<file path="src/sv/slln_pkg.sv">
// Package for the sweep listen link node controller.
// Holds field widths, request, mode, register index and sequencer codes.
// No dependencies; every other file but slln_ram imports it.
package slln_pkg;

  // Field widths
  localparam int REQ_W      = 3;
  localparam int TIME_W     = 32;
  localparam int FREQ_W     = 16;
  localparam int AMP_W      = 16;
  localparam int SEL_W      = 2;
  localparam int ENERGY_W   = 32;
  localparam int TONE_W     = 16;
  localparam int CNT_OUT_W  = 5;
  localparam int FLAG_W     = 4;
  localparam int MINB_W     = 5;
  localparam int MS_W       = 16;
  localparam int TOL_W      = 5;
  localparam int CFG_IDX_W  = 3;
  localparam int CFG_DATA_W = 32;

  // Gap between low and high tone
  localparam logic [TONE_W-1:0] TONE_GAP_HZ = 16'd200;

  // Register reset values
  localparam logic [MINB_W-1:0] MIN_BINS_RST  = 5'd5;
  localparam logic [MS_W-1:0]   SESSION_RST   = 16'd850;
  localparam logic [MS_W-1:0]   CHECK_PER_RST = 16'd40;
  localparam logic [TOL_W-1:0]  TOL_RST       = 5'd15;

  // Request codes; the two unused codes only report status
  typedef enum logic [REQ_W-1:0] {
    REQ_TICK     = 3'd0,
    REQ_HIT      = 3'd1,
    REQ_FLAG_SET = 3'd2,
    REQ_FLAG_CLR = 3'd3,
    REQ_QUIET    = 3'd4,
    REQ_FAULT    = 3'd5
  } req_type_t;

  // Node modes
  typedef enum logic [1:0] {
    MODE_LISTEN  = 2'd0,
    MODE_PRELINK = 2'd1,
    MODE_SLEEP   = 2'd2,
    MODE_FAULT   = 2'd3
  } mode_t;

  // Configuration register indexes
  typedef enum logic [CFG_IDX_W-1:0] {
    CFG_SIGNAL_THRESHOLD = 3'd0,
    CFG_MIN_VALID_BINS   = 3'd1,
    CFG_SESSION_MS       = 3'd2,
    CFG_CHECK_PERIOD_MS  = 3'd3,
    CFG_TOLERANCE_HZ     = 3'd4
  } cfg_idx_t;

  // Sequencer states
  typedef enum logic [2:0] {
    ST_IDLE,
    ST_EXEC,
    ST_DIV,
    ST_BIN,
    ST_RMW,
    ST_SCAN,
    ST_SETTLE,
    ST_DONE
  } fsm_t;

endpackage

</file>
<file path="src/sv/slln_in_if.sv">
// Event channel: valid/ready handshake carrying one request beat.
// Depends on slln_pkg for field widths.
interface slln_in_if
  import slln_pkg::*;
();
  logic                valid;
  logic                ready;
  logic [REQ_W-1:0]    req_type;
  logic [TIME_W-1:0]   now_ms;
  logic [FREQ_W-1:0]   hit_freq_hz;
  logic [AMP_W-1:0]    hit_amplitude;
  logic [SEL_W-1:0]    flag_select;
  logic [ENERGY_W-1:0] bus_energy;

  modport source (
    output valid, req_type, now_ms, hit_freq_hz, hit_amplitude, flag_select, bus_energy,
    input  ready
  );
  modport sink (
    input  valid, req_type, now_ms, hit_freq_hz, hit_amplitude, flag_select, bus_energy,
    output ready
  );
endinterface

</file>
<file path="src/sv/slln_out_if.sv">
// Status channel: valid/ready handshake carrying one status beat.
// Depends on slln_pkg for field widths and the mode type.
interface slln_out_if
  import slln_pkg::*;
();
  logic                 valid;
  logic                 ready;
  mode_t                node_mode;
  logic [TONE_W-1:0]    pair_low_hz;
  logic [TONE_W-1:0]    pair_high_hz;
  logic                 pair_locked;
  logic                 all_flags_clear;
  logic                 settled;
  logic [CNT_OUT_W-1:0] settled_count;

  modport source (
    output valid, node_mode, pair_low_hz, pair_high_hz, pair_locked, all_flags_clear,
           settled, settled_count,
    input  ready
  );
  modport sink (
    input  valid, node_mode, pair_low_hz, pair_high_hz, pair_locked, all_flags_clear,
           settled, settled_count,
    output ready
  );
endinterface

</file>
<file path="src/sv/slln_ram.sv">
// Generic single-port-write, single-port-read RAM with registered read data.
// Stand-alone; no package dependency.
module slln_ram #(
  parameter int WIDTH = 16,
  parameter int DEPTH = 19
) (
  input  logic                     clk,
  input  logic                     we,
  input  logic [$clog2(DEPTH)-1:0] waddr,
  input  logic [WIDTH-1:0]         wdata,
  input  logic                     re,
  input  logic [$clog2(DEPTH)-1:0] raddr,
  output logic [WIDTH-1:0]         rdata
);

  logic [WIDTH-1:0] mem [DEPTH];

  // Write port
  always_ff @(posedge clk) begin
    if (we) begin
      mem[waddr] <= wdata;
    end
  end

  // Registered read port
  always_ff @(posedge clk) begin
    if (re) begin
      rdata <= mem[raddr];
    end
  end

endmodule

</file>
<file path="src/sv/sweep_listen_link_node_fsm_core.sv">
// Top level of the sweep listen link node controller: sequencer, peak table RAM.
// Depends on slln_pkg, slln_in_if, slln_out_if and slln_ram.
//
//   channel  | direction | handshake     | beat
//   ---------+-----------+---------------+------------------------------------------
//   in_bus   | in        | valid/ready   | req_type, now_ms, hit fields, flag, energy
//   out_bus  | out       | valid/ready   | mode, tone pair, lock, flags clear, settle
//   cfg_*    | in        | write enable  | register index, write data
//
// One event beat is handled at a time. Flag, quiet, fault, ignored hits and most
// ticks go from accept through the execute step to the status step; a sweep hit in
// the bin range first divides its offset by the bin step, by reciprocal
// multiplication for the quotient and then a step for the remainder, then does a
// read-modify-write of the peak table (skipped when it misses the tolerance). A
// settling tick scans the peak table RAM at one read per cycle before it settles.
// A new event is accepted while the previous result still waits in the output
// register; the sequencer stalls at its last step until that register frees up.
// Reset is synchronous, active low; the peak table needs no clearing pass since
// each entry carries a valid bit that reset and a return to listen clear at once.
module sweep_listen_link_node_fsm_core
  import slln_pkg::*;
#(
  parameter int BASE_FREQ_HZ = 125,
  parameter int BIN_STEP_HZ  = 50,
  parameter int BIN_COUNT    = 19
) (
  input  logic                  clk,
  input  logic                  rst_n,
  slln_in_if.sink               in_bus,
  slln_out_if.source            out_bus,
  input  logic                  cfg_we,
  input  logic [CFG_IDX_W-1:0]  cfg_idx,
  input  logic [CFG_DATA_W-1:0] cfg_wdata
);

  localparam int AW    = $clog2(BIN_COUNT);
  localparam int CW    = $clog2(BIN_COUNT + 1);
  localparam int DLT_W = FREQ_W + 1;
  localparam int SPAN  = BIN_COUNT * BIN_STEP_HZ;
  localparam int HALF  = BIN_STEP_HZ / 2;
  localparam int FQ_W  = $clog2(BASE_FREQ_HZ + BIN_COUNT * BIN_STEP_HZ + 1);
  localparam int CMP_W = (CW > MINB_W) ? CW : MINB_W;
  // Reciprocal of the bin step, exact for every 16-bit offset
  localparam int DIV_SH = FREQ_W + $clog2(BIN_STEP_HZ);
  localparam int DIV_MW = FREQ_W + 2;
  localparam int PROD_W = DLT_W + DIV_MW;
  localparam logic [DIV_MW-1:0] DIV_MUL =
    DIV_MW'(((64'd1 << DIV_SH) + 64'(BIN_STEP_HZ) - 64'd1) / 64'(BIN_STEP_HZ));

  // Configuration registers
  logic [ENERGY_W-1:0] thresh_r;
  logic [MINB_W-1:0]   min_bins_r;
  logic [MS_W-1:0]     session_ms_r;
  logic [MS_W-1:0]     check_ms_r;
  logic [TOL_W-1:0]    tol_r;

  // Node state
  fsm_t                state_r, state_nxt;
  mode_t               mode_r, mode_nxt;
  logic [BIN_COUNT-1:0] bin_vld_r, bin_vld_nxt;
  logic                armed_r, armed_nxt;
  logic [TIME_W-1:0]   sess_start_r, sess_start_nxt;
  logic [TIME_W-1:0]   last_check_r, last_check_nxt;
  logic [TONE_W-1:0]   tone_low_r, tone_low_nxt;
  logic [TONE_W-1:0]   tone_high_r, tone_high_nxt;
  logic [FLAG_W-1:0]   flags_r, flags_nxt;

  // Captured event
  logic [REQ_W-1:0]    req_r, req_nxt;
  logic [TIME_W-1:0]   now_r, now_nxt;
  logic [FREQ_W-1:0]   freq_r, freq_nxt;
  logic [AMP_W-1:0]    amp_r, amp_nxt;
  logic [SEL_W-1:0]    sel_r, sel_nxt;
  logic [ENERGY_W-1:0] energy_r, energy_nxt;

  // Work registers
  logic [CW-1:0]       step_r, step_nxt;
  logic [DLT_W-1:0]    rem_r, rem_nxt;
  logic [AW-1:0]       quo_r, quo_nxt;
  logic [AW-1:0]       hit_bin_r, hit_bin_nxt;
  logic                rd_ok_r, rd_ok_nxt;
  logic [CW-1:0]       cnt_r, cnt_nxt;
  logic [AMP_W-1:0]    best_r, best_nxt;
  logic [FQ_W-1:0]     f0_r, f0_nxt;
  logic [FQ_W-1:0]     scan_freq_r, scan_freq_nxt;
  logic                settled_r, settled_nxt;

  // Output register
  logic                out_valid_r, out_valid_nxt;
  mode_t               o_mode_r, o_mode_nxt;
  logic [TONE_W-1:0]   o_low_r, o_low_nxt;
  logic [TONE_W-1:0]   o_high_r, o_high_nxt;
  logic                o_locked_r, o_locked_nxt;
  logic                o_clear_r, o_clear_nxt;
  logic                o_settled_r, o_settled_nxt;
  logic [CNT_OUT_W-1:0] o_count_r, o_count_nxt;

  // RAM port
  logic                ram_we;
  logic [AW-1:0]       ram_waddr;
  logic [AMP_W-1:0]    ram_wdata;
  logic                ram_re;
  logic [AW-1:0]       ram_raddr;
  logic [AMP_W-1:0]    ram_rdata;

  // Decoded conditions
  logic                in_acc;
  logic                is_listen;
  logic                hit_low;
  logic [FREQ_W-1:0]   hit_delta;
  logic                hit_span;
  logic                hit_start;
  logic                sess_due;
  logic                scan_start;
  logic                div_last;
  logic [PROD_W-1:0]   div_prod;
  logic                rnd;
  logic [AW:0]         idx_w;
  logic [DLT_W-1:0]    off_w;
  logic                bin_ok;
  logic                scan_rd;
  logic                scan_last;
  logic                out_free;
  logic [AMP_W-1:0]    eff_rd;
  logic                go_en;
  mode_t               go_to;

  // Peak table storage; the valid bits stand for the all-zero reset value
  slln_ram #(
    .WIDTH (AMP_W),
    .DEPTH (BIN_COUNT)
  ) u_peak_ram (
    .clk   (clk),
    .we    (ram_we),
    .waddr (ram_waddr),
    .wdata (ram_wdata),
    .re    (ram_re),
    .raddr (ram_raddr),
    .rdata (ram_rdata)
  );

  // Handshake ports
  assign in_bus.ready          = (state_r == ST_IDLE);
  assign in_acc                = in_bus.valid && in_bus.ready;
  assign out_bus.valid         = out_valid_r;
  assign out_bus.node_mode     = o_mode_r;
  assign out_bus.pair_low_hz   = o_low_r;
  assign out_bus.pair_high_hz  = o_high_r;
  assign out_bus.pair_locked   = o_locked_r;
  assign out_bus.all_flags_clear = o_clear_r;
  assign out_bus.settled       = o_settled_r;
  assign out_bus.settled_count = o_count_r;

  // Decode conditions shared by next-state and datapath
  always_comb begin
    is_listen  = (mode_r == MODE_LISTEN);
    hit_low    = ({1'b0, freq_r} + DLT_W'(tol_r)) < DLT_W'(BASE_FREQ_HZ);
    hit_delta  = (freq_r >= FREQ_W'(BASE_FREQ_HZ)) ? (freq_r - FREQ_W'(BASE_FREQ_HZ)) : '0;
    hit_span   = {1'b0, hit_delta} >= DLT_W'(SPAN);
    hit_start  = (req_r == REQ_HIT) && is_listen && !hit_low && !hit_span;
    sess_due   = (now_r - sess_start_r) >= TIME_W'(session_ms_r);
    scan_start = (req_r == REQ_TICK) && is_listen && armed_r && sess_due;
    div_last   = (step_r == CW'(1));
    div_prod   = rem_r * DIV_MUL;
    rnd        = rem_r > DLT_W'(HALF);
    idx_w      = (AW + 1)'(quo_r) + (AW + 1)'(rnd);
    off_w      = rnd ? (DLT_W'(BIN_STEP_HZ) - rem_r) : rem_r;
    bin_ok     = (idx_w < (AW + 1)'(BIN_COUNT)) && (off_w <= DLT_W'(tol_r));
    scan_rd    = (step_r < CW'(BIN_COUNT));
    scan_last  = (step_r == CW'(BIN_COUNT));
    out_free   = !out_valid_r || out_bus.ready;
    eff_rd     = rd_ok_r ? ram_rdata : '0;
  end

  // Next state
  always_comb begin
    state_nxt = state_r;
    unique case (state_r)
      ST_IDLE:   if (in_acc) state_nxt = ST_EXEC;
      ST_EXEC: begin
        if (hit_start) begin
          state_nxt = ST_DIV;
        end else if (scan_start) begin
          state_nxt = ST_SCAN;
        end else begin
          state_nxt = ST_DONE;
        end
      end
      ST_DIV:    if (div_last) state_nxt = ST_BIN;
      ST_BIN:    state_nxt = bin_ok ? ST_RMW : ST_DONE;
      ST_RMW:    state_nxt = ST_DONE;
      ST_SCAN:   if (scan_last) state_nxt = ST_SETTLE;
      ST_SETTLE: state_nxt = ST_DONE;
      ST_DONE:   if (out_free) state_nxt = ST_IDLE;
      default:   state_nxt = ST_IDLE;
    endcase
  end

  // Datapath and RAM control per state
  always_comb begin
    mode_nxt       = mode_r;
    bin_vld_nxt    = bin_vld_r;
    armed_nxt      = armed_r;
    sess_start_nxt = sess_start_r;
    last_check_nxt = last_check_r;
    tone_low_nxt   = tone_low_r;
    tone_high_nxt  = tone_high_r;
    flags_nxt      = flags_r;
    req_nxt        = req_r;
    now_nxt        = now_r;
    freq_nxt       = freq_r;
    amp_nxt        = amp_r;
    sel_nxt        = sel_r;
    energy_nxt     = energy_r;
    step_nxt       = step_r;
    rem_nxt        = rem_r;
    quo_nxt        = quo_r;
    hit_bin_nxt    = hit_bin_r;
    rd_ok_nxt      = rd_ok_r;
    cnt_nxt        = cnt_r;
    best_nxt       = best_r;
    f0_nxt         = f0_r;
    scan_freq_nxt  = scan_freq_r;
    settled_nxt    = settled_r;
    out_valid_nxt  = out_valid_r;
    o_mode_nxt     = o_mode_r;
    o_low_nxt      = o_low_r;
    o_high_nxt     = o_high_r;
    o_locked_nxt   = o_locked_r;
    o_clear_nxt    = o_clear_r;
    o_settled_nxt  = o_settled_r;
    o_count_nxt    = o_count_r;
    ram_we         = 1'b0;
    ram_waddr      = hit_bin_r;
    ram_wdata      = amp_r;
    ram_re         = 1'b0;
    ram_raddr      = step_r[AW-1:0];
    go_en          = 1'b0;
    go_to          = mode_r;

    // Drop the output beat once taken
    if (out_valid_r && out_bus.ready) begin
      out_valid_nxt = 1'b0;
    end

    unique case (state_r)
      ST_IDLE: begin
        // Capture the event beat
        if (in_acc) begin
          req_nxt     = in_bus.req_type;
          now_nxt     = in_bus.now_ms;
          freq_nxt    = in_bus.hit_freq_hz;
          amp_nxt     = in_bus.hit_amplitude;
          sel_nxt     = in_bus.flag_select;
          energy_nxt  = in_bus.bus_energy;
          settled_nxt = 1'b0;
          cnt_nxt     = '0;
        end
      end
      ST_EXEC: begin
        case (req_r)
          REQ_TICK: begin
            if (is_listen) begin
              if (scan_start) begin
                step_nxt      = '0;
                cnt_nxt       = '0;
                best_nxt      = '0;
                f0_nxt        = '0;
                scan_freq_nxt = FQ_W'(BASE_FREQ_HZ);
              end
            end else if (mode_r == MODE_PRELINK) begin
              // Periodic bus energy check; a reply drops the tones
              if ((now_r - last_check_r) >= TIME_W'(check_ms_r)) begin
                last_check_nxt = now_r;
                if (energy_r > thresh_r) begin
                  tone_low_nxt  = '0;
                  tone_high_nxt = '0;
                  go_en         = 1'b1;
                  go_to         = MODE_LISTEN;
                end
              end
            end else if (mode_r == MODE_SLEEP) begin
              if (flags_r != '0) begin
                go_en = 1'b1;
                go_to = MODE_LISTEN;
              end
            end
          end
          REQ_HIT: begin
            // Start the bin division on the offset from the first bin
            if (hit_start) begin
              rem_nxt  = {1'b0, hit_delta};
              quo_nxt  = '0;
              step_nxt = '0;
            end
          end
          REQ_FLAG_SET: flags_nxt = flags_r | (FLAG_W'(1) << sel_r);
          REQ_FLAG_CLR: flags_nxt = flags_r & ~(FLAG_W'(1) << sel_r);
          REQ_QUIET: begin
            go_en = 1'b1;
            go_to = (flags_r == '0) ? MODE_SLEEP : MODE_LISTEN;
          end
          REQ_FAULT: begin
            go_en = 1'b1;
            go_to = MODE_FAULT;
          end
          default: ;
        endcase
      end
      ST_DIV: begin
        // Quotient by reciprocal multiply, then the remainder
        if (step_r == '0) begin
          quo_nxt = AW'(div_prod >> DIV_SH);
        end else begin
          rem_nxt = rem_r - DLT_W'(quo_r) * DLT_W'(BIN_STEP_HZ);
        end
        step_nxt = step_r + CW'(1);
      end
      ST_BIN: begin
        // Round to the nearest bin, then fetch its peak
        if (bin_ok) begin
          ram_re      = 1'b1;
          ram_raddr   = idx_w[AW-1:0];
          rd_ok_nxt   = bin_vld_r[idx_w[AW-1:0]];
          hit_bin_nxt = idx_w[AW-1:0];
          if (!armed_r) begin
            armed_nxt      = 1'b1;
            sess_start_nxt = now_r;
          end
        end
      end
      ST_RMW: begin
        // Keep the larger amplitude
        if (amp_r > eff_rd) begin
          ram_we                 = 1'b1;
          bin_vld_nxt[hit_bin_r] = 1'b1;
        end
      end
      ST_SCAN: begin
        // Issue read of bin step_r, process data of bin step_r - 1
        if (scan_rd) begin
          ram_re    = 1'b1;
          rd_ok_nxt = bin_vld_r[step_r[AW-1:0]];
        end
        if (step_r != '0) begin
          if (eff_rd != '0) begin
            cnt_nxt = cnt_r + CW'(1);
          end
          if (eff_rd > best_r) begin
            best_nxt = eff_rd;
            f0_nxt   = scan_freq_r;
          end
          scan_freq_nxt = scan_freq_r + FQ_W'(BIN_STEP_HZ);
        end
        step_nxt = step_r + CW'(1);
      end
      ST_SETTLE: begin
        // Close the session; enough bins pick the tone pair
        settled_nxt    = 1'b1;
        armed_nxt      = 1'b0;
        sess_start_nxt = '0;
        if (CMP_W'(cnt_r) >= CMP_W'(min_bins_r)) begin
          tone_low_nxt  = TONE_W'(f0_r);
          tone_high_nxt = TONE_W'(f0_r) + TONE_GAP_HZ;
          go_en         = 1'b1;
          go_to         = MODE_PRELINK;
        end
      end
      ST_DONE: begin
        // Load the status beat once the output register is free
        if (out_free) begin
          out_valid_nxt = 1'b1;
          o_mode_nxt    = mode_r;
          o_low_nxt     = tone_low_r;
          o_high_nxt    = tone_high_r;
          o_locked_nxt  = (tone_low_r != '0);
          o_clear_nxt   = (flags_r == '0);
          o_settled_nxt = settled_r;
          o_count_nxt   = CNT_OUT_W'(cnt_r);
        end
      end
      default: ;
    endcase

    // Mode change; entering listen clears the table and disarms the session
    if (go_en && (go_to != mode_r)) begin
      mode_nxt = go_to;
      if (go_to == MODE_LISTEN) begin
        bin_vld_nxt    = '0;
        armed_nxt      = 1'b0;
        sess_start_nxt = '0;
      end else if (go_to == MODE_PRELINK) begin
        last_check_nxt = now_r;
      end
    end
  end

  // Configuration registers
  always_ff @(posedge clk) begin
    if (!rst_n) begin
      thresh_r     <= '0;
      min_bins_r   <= MIN_BINS_RST;
      session_ms_r <= SESSION_RST;
      check_ms_r   <= CHECK_PER_RST;
      tol_r        <= TOL_RST;
    end else if (cfg_we) begin
      unique case (cfg_idx)
        CFG_SIGNAL_THRESHOLD: thresh_r     <= cfg_wdata[ENERGY_W-1:0];
        CFG_MIN_VALID_BINS:   min_bins_r   <= cfg_wdata[MINB_W-1:0];
        CFG_SESSION_MS:       session_ms_r <= cfg_wdata[MS_W-1:0];
        CFG_CHECK_PERIOD_MS:  check_ms_r   <= cfg_wdata[MS_W-1:0];
        CFG_TOLERANCE_HZ:     tol_r        <= cfg_wdata[TOL_W-1:0];
        default: ;
      endcase
    end
  end

  // Control state
  always_ff @(posedge clk) begin
    if (!rst_n) begin
      state_r      <= ST_IDLE;
      mode_r       <= MODE_LISTEN;
      bin_vld_r    <= '0;
      armed_r      <= 1'b0;
      sess_start_r <= '0;
      last_check_r <= '0;
      tone_low_r   <= '0;
      tone_high_r  <= '0;
      flags_r      <= '0;
      out_valid_r  <= 1'b0;
    end else begin
      state_r      <= state_nxt;
      mode_r       <= mode_nxt;
      bin_vld_r    <= bin_vld_nxt;
      armed_r      <= armed_nxt;
      sess_start_r <= sess_start_nxt;
      last_check_r <= last_check_nxt;
      tone_low_r   <= tone_low_nxt;
      tone_high_r  <= tone_high_nxt;
      flags_r      <= flags_nxt;
      out_valid_r  <= out_valid_nxt;
    end
  end

  // Payload and work registers
  always_ff @(posedge clk) begin
    req_r       <= req_nxt;
    now_r       <= now_nxt;
    freq_r      <= freq_nxt;
    amp_r       <= amp_nxt;
    sel_r       <= sel_nxt;
    energy_r    <= energy_nxt;
    step_r      <= step_nxt;
    rem_r       <= rem_nxt;
    quo_r       <= quo_nxt;
    hit_bin_r   <= hit_bin_nxt;
    rd_ok_r     <= rd_ok_nxt;
    cnt_r       <= cnt_nxt;
    best_r      <= best_nxt;
    f0_r        <= f0_nxt;
    scan_freq_r <= scan_freq_nxt;
    settled_r   <= settled_nxt;
    o_mode_r    <= o_mode_nxt;
    o_low_r     <= o_low_nxt;
    o_high_r    <= o_high_nxt;
    o_locked_r  <= o_locked_nxt;
    o_clear_r   <= o_clear_nxt;
    o_settled_r <= o_settled_nxt;
    o_count_r   <= o_count_nxt;
  end

  // Returning to listen leaves every bin empty
  a_listen_clears: assert property (@(posedge clk) disable iff (!rst_n)
    ($past(mode_r) != MODE_LISTEN) && (mode_r == MODE_LISTEN) |-> (bin_vld_r == '0))
    else $error("peak table not cleared on return to listen");

  // Pre-link always holds a tone pair spaced by the gap
  a_prelink_pair: assert property (@(posedge clk) disable iff (!rst_n)
    (mode_r == MODE_PRELINK) |-> (tone_high_r == TONE_W'(tone_low_r + TONE_GAP_HZ)))
    else $error("tone pair inconsistent in pre-link");

  // A beat that settles nothing reports no count
  a_count_only_settled: assert property (@(posedge clk) disable iff (!rst_n)
    out_bus.valid && !out_bus.settled |-> (out_bus.settled_count == '0))
    else $error("count reported without settlement");

endmodule
</file>
<file path="src/flat_wrapper.sv">
// flat-port wrapper written by rule: the top's interface ports become plain ports
module sweep_listen_link_node_fsm_core_flat import slln_pkg::*;
#(
  parameter int BASE_FREQ_HZ = 125,
  parameter int BIN_STEP_HZ  = 50,
  parameter int BIN_COUNT    = 19
)
  (clk, rst_n, cfg_we, cfg_idx, cfg_wdata, in_bus_valid, in_bus_req_type, in_bus_now_ms, in_bus_hit_freq_hz, in_bus_hit_amplitude, in_bus_flag_select, in_bus_bus_energy, in_bus_ready, out_bus_valid, out_bus_node_mode, out_bus_pair_low_hz, out_bus_pair_high_hz, out_bus_pair_locked, out_bus_all_flags_clear, out_bus_settled, out_bus_settled_count, out_bus_ready);
  slln_in_if in_bus_i ();
  slln_out_if out_bus_i ();
  input  logic clk;
  input  logic rst_n;
  input  logic cfg_we;
  input  logic [CFG_IDX_W-1:0] cfg_idx;
  input  logic [CFG_DATA_W-1:0] cfg_wdata;
  input wire logic [$bits(in_bus_i.valid)-1:0] in_bus_valid;
  input wire logic [$bits(in_bus_i.req_type)-1:0] in_bus_req_type;
  input wire logic [$bits(in_bus_i.now_ms)-1:0] in_bus_now_ms;
  input wire logic [$bits(in_bus_i.hit_freq_hz)-1:0] in_bus_hit_freq_hz;
  input wire logic [$bits(in_bus_i.hit_amplitude)-1:0] in_bus_hit_amplitude;
  input wire logic [$bits(in_bus_i.flag_select)-1:0] in_bus_flag_select;
  input wire logic [$bits(in_bus_i.bus_energy)-1:0] in_bus_bus_energy;
  output wire logic [$bits(in_bus_i.ready)-1:0] in_bus_ready;
  output wire logic [$bits(out_bus_i.valid)-1:0] out_bus_valid;
  output wire logic [$bits(out_bus_i.node_mode)-1:0] out_bus_node_mode;
  output wire logic [$bits(out_bus_i.pair_low_hz)-1:0] out_bus_pair_low_hz;
  output wire logic [$bits(out_bus_i.pair_high_hz)-1:0] out_bus_pair_high_hz;
  output wire logic [$bits(out_bus_i.pair_locked)-1:0] out_bus_pair_locked;
  output wire logic [$bits(out_bus_i.all_flags_clear)-1:0] out_bus_all_flags_clear;
  output wire logic [$bits(out_bus_i.settled)-1:0] out_bus_settled;
  output wire logic [$bits(out_bus_i.settled_count)-1:0] out_bus_settled_count;
  input wire logic [$bits(out_bus_i.ready)-1:0] out_bus_ready;
  assign in_bus_i.valid = in_bus_valid;
  assign in_bus_i.req_type = in_bus_req_type;
  assign in_bus_i.now_ms = in_bus_now_ms;
  assign in_bus_i.hit_freq_hz = in_bus_hit_freq_hz;
  assign in_bus_i.hit_amplitude = in_bus_hit_amplitude;
  assign in_bus_i.flag_select = in_bus_flag_select;
  assign in_bus_i.bus_energy = in_bus_bus_energy;
  assign in_bus_ready = in_bus_i.ready;
  assign out_bus_valid = out_bus_i.valid;
  assign out_bus_node_mode = out_bus_i.node_mode;
  assign out_bus_pair_low_hz = out_bus_i.pair_low_hz;
  assign out_bus_pair_high_hz = out_bus_i.pair_high_hz;
  assign out_bus_pair_locked = out_bus_i.pair_locked;
  assign out_bus_all_flags_clear = out_bus_i.all_flags_clear;
  assign out_bus_settled = out_bus_i.settled;
  assign out_bus_settled_count = out_bus_i.settled_count;
  assign out_bus_i.ready = out_bus_ready;
  sweep_listen_link_node_fsm_core #(.BASE_FREQ_HZ(BASE_FREQ_HZ), .BIN_STEP_HZ(BIN_STEP_HZ), .BIN_COUNT(BIN_COUNT)) u_core (.clk(clk), .rst_n(rst_n), .in_bus(in_bus_i), .out_bus(out_bus_i), .cfg_we(cfg_we), .cfg_idx(cfg_idx), .cfg_wdata(cfg_wdata));
endmodule
</file>
<file path="config.mk">
export PLATFORM = sky130hd
export DESIGN_NAME = sweep_listen_link_node_fsm_core_flat
export DESIGN_NICKNAME = d
export VERILOG_FILES = /design/src/sv/slln_pkg.sv /design/src/sv/slln_in_if.sv /design/src/sv/slln_out_if.sv /design/src/sv/slln_ram.sv /design/src/sv/sweep_listen_link_node_fsm_core.sv /design/src/flat_wrapper.sv
export SDC_FILE = /design/constraint.sdc
export NUM_CORES = 2
export LEC_CHECK = 0
export BUFFER_PORTS_ARGS = -buffer_cell sky130_fd_sc_hd__buf_2
export CAP_MARGIN = 20
export CORE_MARGIN = 4
export CORE_UTILIZATION = 45
export DETAILED_ROUTE_END_ITERATION = 6
export GPL_TIMING_DRIVEN = 0
export PLACE_DENSITY = 0.64
export SETUP_SLACK_MARGIN = 0.2
export SLEW_MARGIN = 20
export SYNTH_ARGS = -nofsm -noshare
export SYNTH_HDL_FRONTEND = slang
export SYNTH_SLANG_ARGS = --single-unit
</file>
<file path="constraint.sdc">
create_clock -name clk -period 9.45 [get_ports clk]
set_input_delay 2.3625 -clock clk [delete_from_list [all_inputs] [get_ports clk]]
set_output_delay 2.3625 -clock clk [all_outputs]
set_load 0.01 [all_outputs]
</file>
# Word-level counts from Yosys, hierarchy flattened
# Memory sizes are Yosys's and may differ from the RTL's. A register that Yosys moved wholly into a read port is not among the register bits.
# Index checks and enable logic that the tools add are counted.
# totals
regBits	420
ramBits	304
inputBits	141
output_inout_bits	44
word_cells	295
mem_count	1
# op_classes
n_addsub	11
n_mul	2
order_cmp	17
n_eq_ne	47
shift	1
n_mux	118
bitwise	4
reduce_logical	56
# memory_table
memory	words	word_bits	rd	rd_ports_with_merged_regs	write_ports	line_no	text
u_core.u_peak_ram.mem	19	16	1	1	1	slln_ram.sv:16	logic [WIDTH-1:0] mem [DEPTH];
# ops
cell	count
32-bit two-way mux	12
16-bit two-way mux	14
11-bit two-way mux	9
16-bit one-hot mux with 2 select lines	3
19-bit two-way mux	4
17-bit two-way mux	4
32-bit by 16-bit greater-or-equal comparator with 1-bit output	2
32-bit one-hot mux with 2 select lines	1
32-bit subtractor	2
5-bit two-way mux	11
11-bit one-hot mux with 2 select lines	2
2-bit by 1-bit inequality test with 1-bit output (second input constant)	18
17-bit one-hot mux with 2 select lines	1
16-bit greater-than comparator	2
32-bit greater-than comparator	1
16-bit nonzero test	2
5-bit one-hot mux with 2 select lines	3
17-bit by 17-bit multiplier with 27-bit output (second input constant)	1
1-bit two-way mux	25
3-bit == test (second input constant)	7
3-bit one-hot mux with 7 select lines	1
2-bit two-way mux	10
2-bit AND reduction	10
19-bit bitwise OR	1
other kinds (58)	110

# Longest topological paths before layout
# depth
ltp_word	11
mapped_depth	27
ltp_nobuf	24

# Hierarchy
# A second synthesis with hierarchy kept.
# unflattened
hier_cells	3582
hier_area_um2	41073.1
# by_module_without_submodules
mod	instances	cells_per_inst	area_per_inst_um2	seq_area_each_um2
sweep_listen_link_node_fsm_core	1	3027	28808.9	9979.6
slln_ram	1	555	12264.3	9609.2

# Worst setup path before layout
# No wires, ideal clock.
# synth_timing
path_kind	register to register
startpoint	register u_core.rem_r[14]
endpoint	register u_core.quo_r[3], data pin
setup_ps	266
arrival_ps	5795
t_required_ps	9184
slack_ps	3389
path_stages_with_launch	23
path_buffers	0
synth_period_minus_slack_ps	6061
cell_sequence	edfxtp_1 inv_1 ha_1 fa_1 fa_1 fa_1 inv_1 fa_1 inv_1 fa_1 ha_1 a21o_1 a21o_1 a21oi_1 nor2b_1 o21ai_0 nand2_1 and3_1 a221o_1 or2_2 a21oi_1 xor2_1 nor2_1
# synth_between
elab_chain_cells	3
# synth_lines
element	line_no	text
start, declared	sweep_listen_link_node_fsm_core.sv:78	logic [DLT_W-1:0] rem_r, rem_nxt;
start signal, assigned	sweep_listen_link_node_fsm_core.sv:454	rem_r <= rem_nxt;
17-bit by 17-bit multiplier with 27-bit output	sweep_listen_link_node_fsm_core.sv:164	div_prod = rem_r * DIV_MUL;
5-bit two-way mux	sweep_listen_link_node_fsm_core.sv:312	if (step_r == '0) begin
5-bit one-hot mux with 2 select lines	sweep_listen_link_node_fsm_core.sv:246	unique case (state_r)
end signal, assigned	sweep_listen_link_node_fsm_core.sv:455	quo_r <= quo_nxt;
end, declared	sweep_listen_link_node_fsm_core.sv:79	logic [AW-1:0] quo_r, quo_nxt;
# Every way passes these cells. The select of a mux whose other input is x is not followed.
# A chain may end at the register's enable or synchronous reset.

# Worst setup path in the final report
# layout_timing
startpoint	register u_core.rem_r[5]
endpoint	register u_core.u_peak_ram.rdata[11], read port of u_core.u_peak_ram.mem, data pin
# layout_between
elab_chain_cells	6
word_cells_on_any_way	11
classes_between	add/sub: 2; order compare: 3; mux: 5; reduce/logical: 1
# layout_lines
element	line_no	text
17-bit by 5-bit greater-than comparator with 1-bit output *	sweep_listen_link_node_fsm_core.sv:165	rnd = rem_r > DLT_W'(HALF);
5-bit by 1-bit adder with 6-bit output *	sweep_listen_link_node_fsm_core.sv:166	idx_w = (AW + 1)'(quo_r) + (AW + 1)'(rnd);
via u_core.idx_w[1]	sweep_listen_link_node_fsm_core.sv:118	logic [AW:0] idx_w;
6-bit by 5-bit less-than comparator with 1-bit output	sweep_listen_link_node_fsm_core.sv:168	bin_ok = (idx_w < (AW + 1)'(BIN_COUNT)) && (off_w <= DLT_W'(tol_r));
1-bit logical AND	sweep_listen_link_node_fsm_core.sv:168	
1-bit two-way mux or 5-bit two-way mux (tied branches)	sweep_listen_link_node_fsm_core.sv:321	if (bin_ok) begin
1-bit one-hot mux with 2 select lines or 5-bit two-way mux (tied branches)	sweep_listen_link_node_fsm_core.sv:246	
end, declared	slln_ram.sv:13	output logic [WIDTH-1:0] rdata
# The timed path passes the listed nets; every way through them passes the cells marked *.

==> flow_metrics.tcl <==
set metrics [dict create \
    drt-total-wl_um 105000 \
    maxSlewViolCount 0 \
    track_usage_pct 22.0 \
    drive_gt1_share_pct 11.3 \
    ant_nets 0 \
    cp.arrival_ns 7.31 \
    fillers 7918 \
    clkSlewWorstSetupHoldPaths_ns 0.06 \
    ctsHoldBuffers 0 \
    drtIter0Drc 2354 \
    synth_edf_count 527 \
    core-area_um2 88600 \
    cts_tree "done" \
    seqCellArea_um2 19600 \
    multi_input_area_um2 18800 \
    die-area_um2 94500 \
    cts_buffers 78 \
    drt-pass1-iter-count 6 \
    cts.sinks 715 \
    synth_ff_type "edfxtp_1" \
    min_period_ns 6.86 \
    overflow 0 \
    power.density_nw_per_um2 247 \
    yosysSeqAreaShare_pct 48.6 \
    gp_congestion 0.893 \
    port_buffers 174 \
    rsz0062_at_grt "no" \
    hold_viol_final 0 \
    async_reset_ff_share_pct 0 \
    cap_violations 0 \
    setup_viol 0 \
    path_cells "inv_1 > ha_1 > nand4_1 > a21oi_1 > or3_1 > buf_2 > nand2_1 > inv_2 > ha_1 > ha_1 > clkbuf_1 > a211o_1 > a32o_1 > nor2_1 > and4_1 > nand4bb_4 > buf_6 > mux2i_4 > clkbuf_1 > nand2_1 > a32oi_1 > a21oi_1 > nor3_2" \
    rows 109 \
    start_util_pct 45.5 \
    cts_setup_buffers 0 \
    max_freq_ghz 0.146 \
    cp_top_family "simple AND/OR/NAND/NOR gates" \
    status "finished, final reports clean" \
    finClkSkew_ns 0.0277 \
    critical_path_class "reg -> reg" \
    worstSkewPairLatency_ns 0.65 \
    crit_top_cell "ha_1" \
    dp_hpwl_um 77900 \
    grt_max_degree 52 \
    syn_inst 3713 \
    die_x_um 307 \
    p_total_uw 11300 \
    routed-via-count 28800 \
    clockBufferDepth 3 \
    avgSynthCellArea_um2 10.9 \
    synth_cell_types 98 \
    yosys_register_bits 715 \
    die_h_um 307 \
    cts_resized 0 \
    critPathCaptureType "register" \
    synth_area_um2 40300 \
    hp-class "reg -> reg" \
    clockRootBuffer "clkbuf_16" \
    max_stage_delay_ns 0.93 \
    most-common-layout-cells "527 x edfxtp_1, 478 x nand2_1, 352 x ha_1" \
    slowest_stage "edfxtp_1" \
    vdd_ir_drop_max_uv 341 \
    vias_per_cell 5.52 \
    grt_pass1_vias 28000 \
    wl_per_cell_um 20.1 \
    critical_path_required_ns 9.90 \
    layout_commonest_cell "edfxtp_1" \
    antenna_found_initial 2 \
    grt_pass1_wl_um 161000 \
    final.setup.tns_ns 0 \
    tightest_slew_ns 1.05 \
    start_kind "register" \
    final.period_utilization_pct 72.5 \
    leakagePower_uw 0.0177 \
    max_slew_margin_pct 29.7 \
    nets 4614 \
    io_pins 185 \
    ys_warn_count 0 \
    cp_max_fo 16 \
    drc 0 \
    cts_max_level 3 \
    ff2ff_setup_slack_ns 2.59 \
    area_growth_pct 13.1 \
    path_buf_inv 6 \
]
flip-flops by register name, indices dropped and copies added (netlist names), 17 cells and up, named ones only:
signal and cells:
u_core.energy_r 32, u_core.bin_vld_r 19, u_core.rem_r 17, u_core.sess_start_r 32, u_core.u_peak_ram.mem 304, u_core.now_r 32, u_core.last_check_r 32, u_core.thresh_r 32
cell type report:
cell class | count | share of cell area (%)
Sequential cell | 715 | 42.9
Multi-Input combinational cell | 2511 | 41.2
Clock buffer | 100 | 4.62
Tap cell | 1165 | 3.20
Inverter | 342 | 2.81
Timing Repair Buffer | 197 | 2.57
Buffer | 153 | 1.68
Clock inverter | 45 | 0.968
Antenna cell | 2 | 0.0110
synthesized netlist by cell type (all sizes together), types with 15 or more instances:
master	count	area, um^2
edfxtp	527	15800
nand2	478	1790
ha	352	4400
inv	342	1280
a21oi	239	1200
nor2	217	815
dfxtp	188	3760
fa	123	2460
o21ai	119	603
nand3	116	581
clkbuf	102	423
nor3	78	470
xnor2	73	639
mux2i	67	703
a21o	66	497
a31oi	52	325
buf	51	343
a32oi	50	438
nand4	42	263
xor2	38	333
nor2b	36	235
a211oi	32	258
nand2b	31	201
and2	25	158
o211ai	24	185
nor4	23	144
and3	20	126
o31ai	16	125
a22o	15	131
or3	15	93.8
routing by layer:
metal	up-vias	global-route usage, %	part of all wire [%]
met5	-	0	0
met4	0	6.45	3.0
met3	164	3.95	7.1
met2	902	36.2	47
met1	14000	29.9	43
li1	13800	-	-
worst register-to-register path, cell delays in order, from the launching register on:
cell and delay (ns):
edfxtp_1 0.93, inv_1 0.21, ha_1 0.33, nand4_1 0.12, a21oi_1 0.04, or3_1 0.33
buf_2 0.17, nand2_1 0.10, inv_2 0.13, ha_1 0.24, ha_1 0.29, clkbuf_1 0.27
a211o_1 0.34, a32o_1 0.27, nor2_1 0.16, and4_1 0.26, nand4bb_4 0.18, buf_6 0.22
mux2i_4 0.46, clkbuf_1 0.50, nand2_1 0.13, a32oi_1 0.38, a21oi_1 0.26, nor3_2 0.33
report_power, final:
group / internal, uW / total [uW] / switching (uW)
clock: 1760 / 3060 / 1300
combinational: 1900 / 4460 / 2560
sequential: 3540 / 3730 / 192
stage by stage:
step,cells,worst slack (ns),hold WS (ns),instance area (um^2),utilization (%)
4_1_cts,5228,2.63,0.424,45600,51.5
3_5_place_dp,5083,2.65,0.409,43100,48.6
5_1_grt,5228,2.23,0.426,45600,51.5
6_report,5230,2.59,0.430,45600,51.5
2_1_floorplan,3721,3.39,0.400,40300,-
3_3_place_gp,5060,1.91,0.403,42700,48.1
final timing paths:
path / start / to / cells past startpoint
worst max-delay path: u_core.rem_r[5] / u_core.u_peak_ram.rdata[11] / 23
worst min-delay path: u_core.settled_r / u_core.out_bus.settled / 0
worst max register to register: u_core.rem_r[5] / u_core.u_peak_ram.rdata[11] / 23
worst min register to register: u_core.settled_r / u_core.out_bus.settled / 0
kinds of logic after synthesis:
family	after synthesis	synth area share, %
DFF	715	48.6
and+or+nand+nor	1123	13.0
AOI/OAI and AO/OA	711	11.4
other	1	0.00930
xor gates and xnor gates	111	2.41
muxes	82	2.46
adders and majority gates	475	17.0
buffers and inverters	495	5.08
Note: power is estimated with default switching activity, not from simulation.
